`src/sv/dsf_pkg.sv`:
```
package dsf_pkg;

   localparam int ACCUM_W = 30;
   localparam int DCNT_W  = 4;
   localparam int CCNT_W  = 2;

   localparam logic [7:0] CHAR_ZERO  = 8'h30;
   localparam logic [7:0] CHAR_NINE  = 8'h39;
   localparam logic [7:0] CHAR_PLUS  = 8'h2b;
   localparam logic [7:0] CHAR_MINUS = 8'h2d;
   localparam logic [7:0] CHAR_POINT = 8'h2e;

   localparam logic [2:0] ERR_NONE       = 3'd0;
   localparam logic [2:0] ERR_EMPTY      = 3'd1;
   localparam logic [2:0] ERR_ONLY_SIGN  = 3'd2;
   localparam logic [2:0] ERR_ONLY_POINT = 3'd3;
   localparam logic [2:0] ERR_SIGN_POINT = 3'd4;
   localparam logic [2:0] ERR_BAD_INT    = 3'd5;
   localparam logic [2:0] ERR_BAD_FRAC   = 3'd6;
   localparam logic [2:0] ERR_TOO_MANY   = 3'd7;

   typedef struct packed {
      logic [7:0] char_code;
      logic       last_char;
      logic       empty_string;
   } req_type;

   typedef struct packed {
      logic signed [63:0] value_q;
      logic [2:0]         error_code;
   } rsp_type;

   typedef enum logic [1:0] {
      ST_IDLE,
      ST_DIVIDE,
      ST_MERGE,
      ST_FINISH
   } state_type;

   typedef struct packed {
      logic start;
      logic done;
   } div_ctrl_type;

   function automatic logic [ACCUM_W-1:0] pow10(input logic [DCNT_W-1:0] n);
      logic [ACCUM_W-1:0] p;
      case (n)
         4'd1:    p = ACCUM_W'(10);
         4'd2:    p = ACCUM_W'(100);
         4'd3:    p = ACCUM_W'(1000);
         4'd4:    p = ACCUM_W'(10000);
         4'd5:    p = ACCUM_W'(100000);
         4'd6:    p = ACCUM_W'(1000000);
         4'd7:    p = ACCUM_W'(10000000);
         4'd8:    p = ACCUM_W'(100000000);
         4'd9:    p = ACCUM_W'(1000000000);
         default: p = ACCUM_W'(1);
      endcase
      return p;
   endfunction

endpackage

```
`src/sv/dsf_divider.sv`:
```
module dsf_divider #(
   parameter int FRAC_BITS = 32
) (
   input  logic                          clock,
   input  logic                          reset,
   input  dsf_pkg::div_ctrl_type         ctrl_in,
   output dsf_pkg::div_ctrl_type         ctrl_out,
   input  logic [dsf_pkg::ACCUM_W-1:0]   numer,
   input  logic [dsf_pkg::ACCUM_W-1:0]   denom,
   output logic [FRAC_BITS:0]            quotient
);
   import dsf_pkg::*;

   localparam int CW = $clog2(FRAC_BITS + 1);

   logic [ACCUM_W-1:0] rem_ff, rem_in;
   logic [ACCUM_W-1:0] den_ff, den_in;
   logic [FRAC_BITS:0] quo_ff, quo_in;
   logic [CW-1:0]      cnt_ff, cnt_in;
   logic               run_ff, run_in;
   logic               rnd_ff, rnd_in;
   logic               done_ff, done_in;

   logic [ACCUM_W:0]   rem_shift;
   logic [ACCUM_W:0]   rem_half;
   logic               fits;

   always_comb begin
      rem_shift = {rem_ff, 1'b0};
      rem_half  = {1'b0, rem_ff} + {2'b00, den_ff[ACCUM_W-1:1]};
      fits      = rem_shift >= {1'b0, den_ff};
      rem_in    = rem_ff;
      den_in    = den_ff;
      quo_in    = quo_ff;
      cnt_in    = cnt_ff;
      run_in    = run_ff;
      rnd_in    = 1'b0;
      done_in   = 1'b0;
      if (ctrl_in.start) begin
         rem_in = numer;
         den_in = denom;
         quo_in = '0;
         cnt_in = CW'(FRAC_BITS);
         run_in = 1'b1;
      end else if (run_ff) begin
         // one quotient bit per cycle, restoring
         if (fits) begin
            rem_in = ACCUM_W'(rem_shift - {1'b0, den_ff});
         end else begin
            rem_in = rem_shift[ACCUM_W-1:0];
         end
         quo_in = {quo_ff[FRAC_BITS-1:0], fits};
         cnt_in = cnt_ff - CW'(1);
         if (cnt_ff == CW'(1)) begin
            run_in = 1'b0;
            rnd_in = 1'b1;
         end
      end else if (rnd_ff) begin
         // round to nearest, ties up
         quo_in  = quo_ff + (FRAC_BITS+1)'(rem_half >= {1'b0, den_ff});
         done_in = 1'b1;
      end
   end

   always_ff @(posedge clock) begin
      if (reset) begin
         run_ff  <= 1'b0;
         rnd_ff  <= 1'b0;
         done_ff <= 1'b0;
         cnt_ff  <= '0;
      end else begin
         run_ff  <= run_in;
         rnd_ff  <= rnd_in;
         done_ff <= done_in;
         cnt_ff  <= cnt_in;
      end
      rem_ff <= rem_in;
      den_ff <= den_in;
      quo_ff <= quo_in;
   end

   always_comb begin
      ctrl_out.start = run_ff;
      ctrl_out.done  = done_ff;
   end

   assign quotient = quo_ff;

endmodule

```
`src/sv/decimal_string_to_fixed.sv`:
```
// decimal string to signed fixed-point converter
//
// req channel: one character per transaction (req_data.char_code), with
// req_data.last_char marking the end of the string; a transaction with
// req_data.empty_string set stands for a zero-length string and ends it.
// rsp channel: one transaction per ended string, rsp_data.value_q with
// FRAC_BITS fractional bits and rsp_data.error_code (value is 0 on error).
// non-final characters give no response. a string end starts the restoring
// divider that forms the rounded fraction one quotient bit at a time and
// then rounds it; ST_MERGE next adds the integer part, and ST_FINISH applies
// the sign as it loads the response into the output register. req_ready is
// low from the final character until the response is loaded into the output
// register. the output register lets the next string start while a response
// waits; if rsp_ready is held low the block waits before loading the
// following response. reset clears all parse state and drops rsp_valid.
module decimal_string_to_fixed #(
   parameter int MAX_DIGITS = 9,
   parameter int FRAC_BITS  = 32
) (
   input  logic             clock,
   input  logic             reset,
   input  logic             req_valid,
   output logic             req_ready,
   input  dsf_pkg::req_type req_data,
   output logic             rsp_valid,
   input  logic             rsp_ready,
   output dsf_pkg::rsp_type rsp_data
);
   import dsf_pkg::*;

   state_type state_ff, state_in;

   logic [CCNT_W-1:0]  ccnt_ff, ccnt_in;
   logic               neg_ff, neg_in;
   logic               sign_ff, sign_in;
   logic               point_ff, point_in;
   logic [ACCUM_W-1:0] int_ff, int_in;
   logic [ACCUM_W-1:0] frac_ff, frac_in;
   logic [DCNT_W-1:0]  icnt_ff, icnt_in;
   logic [DCNT_W-1:0]  fcnt_ff, fcnt_in;
   logic [2:0]         ferr_ff, ferr_in;
   logic [2:0]         err_ff, err_in;
   logic [63:0]        mag_ff, mag_in;
   logic               rsp_valid_ff, rsp_valid_in;
   rsp_type            rsp_ff, rsp_in;

   div_ctrl_type       div_req;
   div_ctrl_type       div_sts;
   logic [FRAC_BITS:0] quotient;

   logic               accept;
   logic               rsp_free;
   logic [7:0]         c;
   logic [3:0]         digit;
   logic               is_digit;
   logic [2:0]         final_err;

   localparam logic [DCNT_W-1:0] DMAX = DCNT_W'(MAX_DIGITS);

   assign accept   = req_valid && (state_ff == ST_IDLE);
   assign rsp_free = !rsp_valid_ff || rsp_ready;
   assign c        = req_data.char_code;
   assign digit    = 4'(c - CHAR_ZERO);
   assign is_digit = (c >= CHAR_ZERO) && (c <= CHAR_NINE);

   always_comb begin
      state_in     = state_ff;
      ccnt_in      = ccnt_ff;
      neg_in       = neg_ff;
      sign_in      = sign_ff;
      point_in     = point_ff;
      int_in       = int_ff;
      frac_in      = frac_ff;
      icnt_in      = icnt_ff;
      fcnt_in      = fcnt_ff;
      ferr_in      = ferr_ff;
      err_in       = err_ff;
      mag_in       = mag_ff;
      rsp_in       = rsp_ff;
      rsp_valid_in = rsp_valid_ff && !rsp_ready;
      div_req      = '0;
      final_err    = ERR_NONE;

      case (state_ff)
         ST_IDLE: begin
            if (accept) begin
               if (req_data.empty_string) begin
                  ccnt_in  = '0;
                  neg_in   = 1'b0;
                  sign_in  = 1'b0;
                  point_in = 1'b0;
                  int_in   = '0;
                  frac_in  = '0;
                  icnt_in  = '0;
                  fcnt_in  = '0;
                  ferr_in  = ERR_NONE;
               end else begin
                  if (ccnt_ff == '0 && (c == CHAR_PLUS || c == CHAR_MINUS)) begin
                     sign_in = 1'b1;
                     neg_in  = (c == CHAR_MINUS);
                  end else if (!point_ff && c == CHAR_POINT) begin
                     point_in = 1'b1;
                  end else if (is_digit) begin
                     if (!point_ff) begin
                        if (icnt_ff < DMAX) begin
                           int_in  = ACCUM_W'(int_ff * ACCUM_W'(10)) + ACCUM_W'(digit);
                           icnt_in = icnt_ff + DCNT_W'(1);
                        end else begin
                           icnt_in = DMAX + DCNT_W'(1);
                           if (ferr_ff == ERR_NONE) ferr_in = ERR_TOO_MANY;
                        end
                     end else begin
                        if (fcnt_ff < DMAX) begin
                           frac_in = ACCUM_W'(frac_ff * ACCUM_W'(10)) + ACCUM_W'(digit);
                           fcnt_in = fcnt_ff + DCNT_W'(1);
                        end else begin
                           fcnt_in = DMAX + DCNT_W'(1);
                           if (ferr_ff == ERR_NONE) ferr_in = ERR_TOO_MANY;
                        end
                     end
                  end else if (!point_ff) begin
                     if (ferr_ff == ERR_NONE || ferr_ff == ERR_TOO_MANY) ferr_in = ERR_BAD_INT;
                  end else begin
                     if (ferr_ff == ERR_NONE ||
                         (ferr_ff == ERR_TOO_MANY && icnt_ff <= DMAX)) ferr_in = ERR_BAD_FRAC;
                  end
                  ccnt_in = (ccnt_ff == CCNT_W'(3)) ? ccnt_ff : ccnt_ff + CCNT_W'(1);
               end

               if (req_data.empty_string) begin
                  final_err = ERR_EMPTY;
               end else if (ccnt_in == CCNT_W'(1) && sign_in) begin
                  final_err = ERR_ONLY_SIGN;
               end else if (ccnt_in == CCNT_W'(1) && point_in) begin
                  final_err = ERR_ONLY_POINT;
               end else if (ccnt_in == CCNT_W'(2) && sign_in && point_in) begin
                  final_err = ERR_SIGN_POINT;
               end else begin
                  final_err = ferr_in;
               end

               if (req_data.last_char || req_data.empty_string) begin
                  err_in        = final_err;
                  div_req.start = 1'b1;
                  state_in      = ST_DIVIDE;
               end
            end
         end
         ST_DIVIDE: begin
            if (div_sts.done) state_in = ST_MERGE;
         end
         ST_MERGE: begin
            mag_in   = (64'(int_ff) << FRAC_BITS) + 64'(quotient);
            state_in = ST_FINISH;
         end
         ST_FINISH: begin
            if (rsp_free) begin
               rsp_valid_in = 1'b1;
               rsp_in.error_code = err_ff;
               if (err_ff != ERR_NONE) begin
                  rsp_in.value_q = '0;
               end else if (neg_ff) begin
                  rsp_in.value_q = $signed(~mag_ff + 64'd1);
               end else begin
                  rsp_in.value_q = $signed(mag_ff);
               end
               ccnt_in  = '0;
               neg_in   = 1'b0;
               sign_in  = 1'b0;
               point_in = 1'b0;
               int_in   = '0;
               frac_in  = '0;
               icnt_in  = '0;
               fcnt_in  = '0;
               ferr_in  = ERR_NONE;
               state_in = ST_IDLE;
            end
         end
         default: begin
            state_in = ST_IDLE;
         end
      endcase
   end

   always_ff @(posedge clock) begin
      if (reset) begin
         state_ff     <= ST_IDLE;
         ccnt_ff      <= '0;
         neg_ff       <= 1'b0;
         sign_ff      <= 1'b0;
         point_ff     <= 1'b0;
         int_ff       <= '0;
         frac_ff      <= '0;
         icnt_ff      <= '0;
         fcnt_ff      <= '0;
         ferr_ff      <= ERR_NONE;
         err_ff       <= ERR_NONE;
         rsp_valid_ff <= 1'b0;
      end else begin
         state_ff     <= state_in;
         ccnt_ff      <= ccnt_in;
         neg_ff       <= neg_in;
         sign_ff      <= sign_in;
         point_ff     <= point_in;
         int_ff       <= int_in;
         frac_ff      <= frac_in;
         icnt_ff      <= icnt_in;
         fcnt_ff      <= fcnt_in;
         ferr_ff      <= ferr_in;
         err_ff       <= err_in;
         rsp_valid_ff <= rsp_valid_in;
      end
      mag_ff <= mag_in;
      rsp_ff <= rsp_in;
   end

   dsf_divider #(
      .FRAC_BITS (FRAC_BITS)
   ) u_divider (
      .clock    (clock),
      .reset    (reset),
      .ctrl_in  (div_req),
      .ctrl_out (div_sts),
      .numer    (frac_in),
      .denom    (pow10(fcnt_in)),
      .quotient (quotient)
   );

   assign req_ready = (state_ff == ST_IDLE);
   assign rsp_valid = rsp_valid_ff;
   assign rsp_data  = rsp_ff;

endmodule
```
`config.mk`:
```
export PLATFORM = sky130hd
export DESIGN_NAME = decimal_string_to_fixed
export DESIGN_NICKNAME = d
export VERILOG_FILES = /design/src/sv/dsf_pkg.sv /design/src/sv/dsf_divider.sv /design/src/sv/decimal_string_to_fixed.sv
export SDC_FILE = /design/constraint.sdc
export NUM_CORES = 1
export LEC_CHECK = 0
export BUFFER_PORTS_ARGS = -buffer_cell sky130_fd_sc_hd__clkbuf_2
export CAP_MARGIN = 40
export CELL_PAD_IN_SITES_DETAIL_PLACEMENT = 2
export CELL_PAD_IN_SITES_GLOBAL_PLACEMENT = 2
export CORE_MARGIN = 10
export CORE_UTILIZATION = 36
export DETAILED_ROUTE_END_ITERATION = 16
export PLACE_DENSITY_LB_ADDON = 0.1
export SYNTH_ARGS = -nofsm -noshare
export SYNTH_HDL_FRONTEND = slang
export SYNTH_SLANG_ARGS = --single-unit
```
`constraint.sdc`:
```
create_clock -name clock -period 5.8 [get_ports clock]
set_input_delay 1.16 -clock clock [delete_from_list [all_inputs] [get_ports clock]]
set_output_delay 1.16 -clock clock [all_outputs]
set_load 0.01 [all_outputs]
```
==> impl_metrics.json <==
{
  "fin_ws_ns": -0.115,
  "crit_type": "reg2reg",
  "path_common_cell": "o21ai_1",
  "arrival_ns": 6.42,
  "die_area_um2": 72100,
  "worstSetupEndpointType": "flip-flop",
  "io_buffers": 82,
  "critical_path_required_ns": 6.31,
  "yosys_register_bits": 307,
  "synth_area_um2": 22200,
  "p_leak_nw": 10.6,
  "setup_violations": 8,
  "core-area_um2": 61500,
  "seq_area_frac_synth": 0.359,
  "clkTransAtPathRegs_ns": 0.06,
  "synth_edf_count": 183,
  "synth_most_common_cell": "nor2_1",
  "skew_ns": 0.0286,
  "slew_headroom": 0.416,
  "via_per_inst": 5.60,
  "power.total_mw": 12.1,
  "fin_util": 0.426,
  "ys_async_sr_fraction": 0,
  "cp_max_fo": 4,
  "io_pins": 83,
  "tightestPinTransition_ns": 0.877,
  "yosys_warnings": 0,
  "start_kind": "flip-flop",
  "drt_iter0_drc": 1076,
  "hold_class": "reg2reg",
  "powerDensity_nw_per_um2": 463,
  "rsz0062_at_grt": "yes",
  "diodes": 0,
  "place.gp.congestion": 0.839,
  "critPathMaxStageDelay_ns": 0.55,
  "start_util": 0.362,
  "cts_made_buffers": 40,
  "peakVddDrop_uv": 200,
  "synth_area_per_cell_um2": 8.88,
  "holdBufCountCts": 0,
  "postRouteAntennaNets": 0,
  "die_h_um": 269,
  "syn_inst": 2504,
  "die_w_um": 269,
  "wl_per_cell_um": 21.9,
  "cts_tree": "done",
  "status": "finished with violations",
  "mappedNetlistNets": 2744,
  "grt_pass1_vias": 21400,
  "cts_buffer_depth": 3,
  "clock.fmax_ghz": 0.169,
  "layout-drive-gt1-share": 0.150,
  "worst_path_max_delay_cell": "or4_4",
  "final_max_slew_viol_count": 0,
  "dp_hpwl_um": 57800,
  "via_count": 19600,
  "layout_min_cycle_time_ns": 5.92,
  "crit_buf_inv": 1,
  "drt_first_pass_iters": 5,
  "grt_pass1_wl_um": 121000,
  "antenna_found_initial": 0,
  "hold_viol": 0,
  "post-route-drc-count": 0,
  "failed_checks": "setup timing",
  "nets": 2919,
  "synth_area_leaders": "edfxtp_1 25%, ha_1 12%, dfxtp_1 11%",
  "synth_top_area_cell": "edfxtp_1",
  "ys_top_cells_by_count": "312 x nor2_1, 222 x a21oi_1, 219 x ha_1",
  "rows": 91,
  "grt_max_degree": 76,
  "cap_violations": 0,
  "ys.flop_type": "edfxtp_1",
  "track_usage": 0.210,
  "finalCritPeriodShare": 1.02,
  "grt.overflow.total": 0,
  "post-place-ws_ns": -0.693,
  "area_growth_pct": 17.8,
  "cts_sinks": 307,
  "cts-root-buf": "clkbuf_16",
  "cts_max_level": 2,
  "clkLatencyLatePin_ns": 0.58,
  "drt-total-wl_um": 76800,
  "crit_family": "simple AND/OR/NAND/NOR gates",
  "yosysUniqueCellTypes": 78,
  "synth_top_area_share": 0.247
}
==> placed cells by master, fill, tap and decap left out, types with 48 or more instances in the layout <==
cell      Yosys  routed
nor2_1      312     306
a21oi_1     222     209
buf_4         0     144
a22oi_1      48      48
o21ai_0     142     134
ha_1        219     212
dfxtp_1     124     122
edfxtp_1    183     183
xor2_1      134     133
nor3_1       59      53
a21o_1       52      52
xnor2_1     118     114
nand2_1     167     167
clkbuf_2      0      82
nand3_1      63      60
inv_1        96      91
==> logic make-up after synthesis <==
group                      share of synthesized area
adders and majority gates                      0.130
buffers and inverters                         0.0345
AOI/OAI and AO/OA                              0.185
xor gates and xnor gates                      0.0993
and+or+nand+nor                                0.188
DFF                                            0.359
muxes                                        0.00450
==> layout make-up <==
class	count	area, µm²
clock inverter	15	204
timing repair buffer	233	1590
inverter	98	369
tap	790	988
fill	6734	35300
sequential	307	7980
clock buffer	59	1150
multi-input combinational	1999	13900
==> state kept, by name (all words and copies together) (netlist names), 3 cells and up <==
| name | cells |
|---|---|
| err_ff | 3 |
| fcnt_ff | 4 |
| ferr_ff | 3 |
| frac_ff | 30 |
| icnt_ff | 4 |
| int_ff | 30 |
| mag_ff | 63 |
| rsp_data | 67 |
| u_divider.cnt_ff | 6 |
| u_divider.den_ff | 23 |
| u_divider.quotient | 33 |
| u_divider.rem_ff | 30 |
==> worst paths after layout <==
path	from	endpoint	slack [ns]	depth (start not counted)
worst max-delay path	u_divider.rem_ff[7]$_DFFE_PP_	u_divider.quotient[31]$_SDFFE_PP0P_	-0.12	27
worst min-delay path	err_ff[2]$_SDFFE_PP0P_	rsp_data[2]$_DFFE_PP_	0.46	0
worst max register to register	u_divider.rem_ff[7]$_DFFE_PP_	u_divider.quotient[31]$_SDFFE_PP0P_	-0.12	27
worst min register to register	err_ff[2]$_SDFFE_PP0P_	rsp_data[2]$_DFFE_PP_	0.46	0
==> metrics by stage <==
stage | area (µm²) | TNS [ns] | instances | hold WS [ns]
6_report | 26200 | -0.526 | 3501 | 0.457
5_1_grt | 26200 | -6.93 | 3501 | 0.477
4_1_cts | 25900 | -0.710 | 3488 | 0.456
3_5_place_dp | 24200 | -12.18 | 3400 | 0.453
3_3_place_gp | 24200 | -1.74 | 3396 | 0.437
2_1_floorplan | 22200 | 0 | 2504 | 0.406
==> metal layers <==
metal | share of wire | track usage
met2 | 0.49 | 0.365
met3 | 0.029 | 0.0250
met5 | 0 | 0
met1 | 0.46 | 0.275
met4 | 0.017 | 0.0430
==> timing repair <==
action	in CTS	in global routing
hold endpoints to repair	0	0
buffers inserted	14	14
gates resized for setup	53	43
pin swaps	36	39
endpoints found under the setup margin	33	32
==> power by group <==
part	total, mW	internal, mW	switching, mW
sequential	3.20	2.85	0.349
clock	2.58	1.53	1.05
combinational	6.36	2.58	3.77
Note: power is estimated with default switching activity, not from simulation.
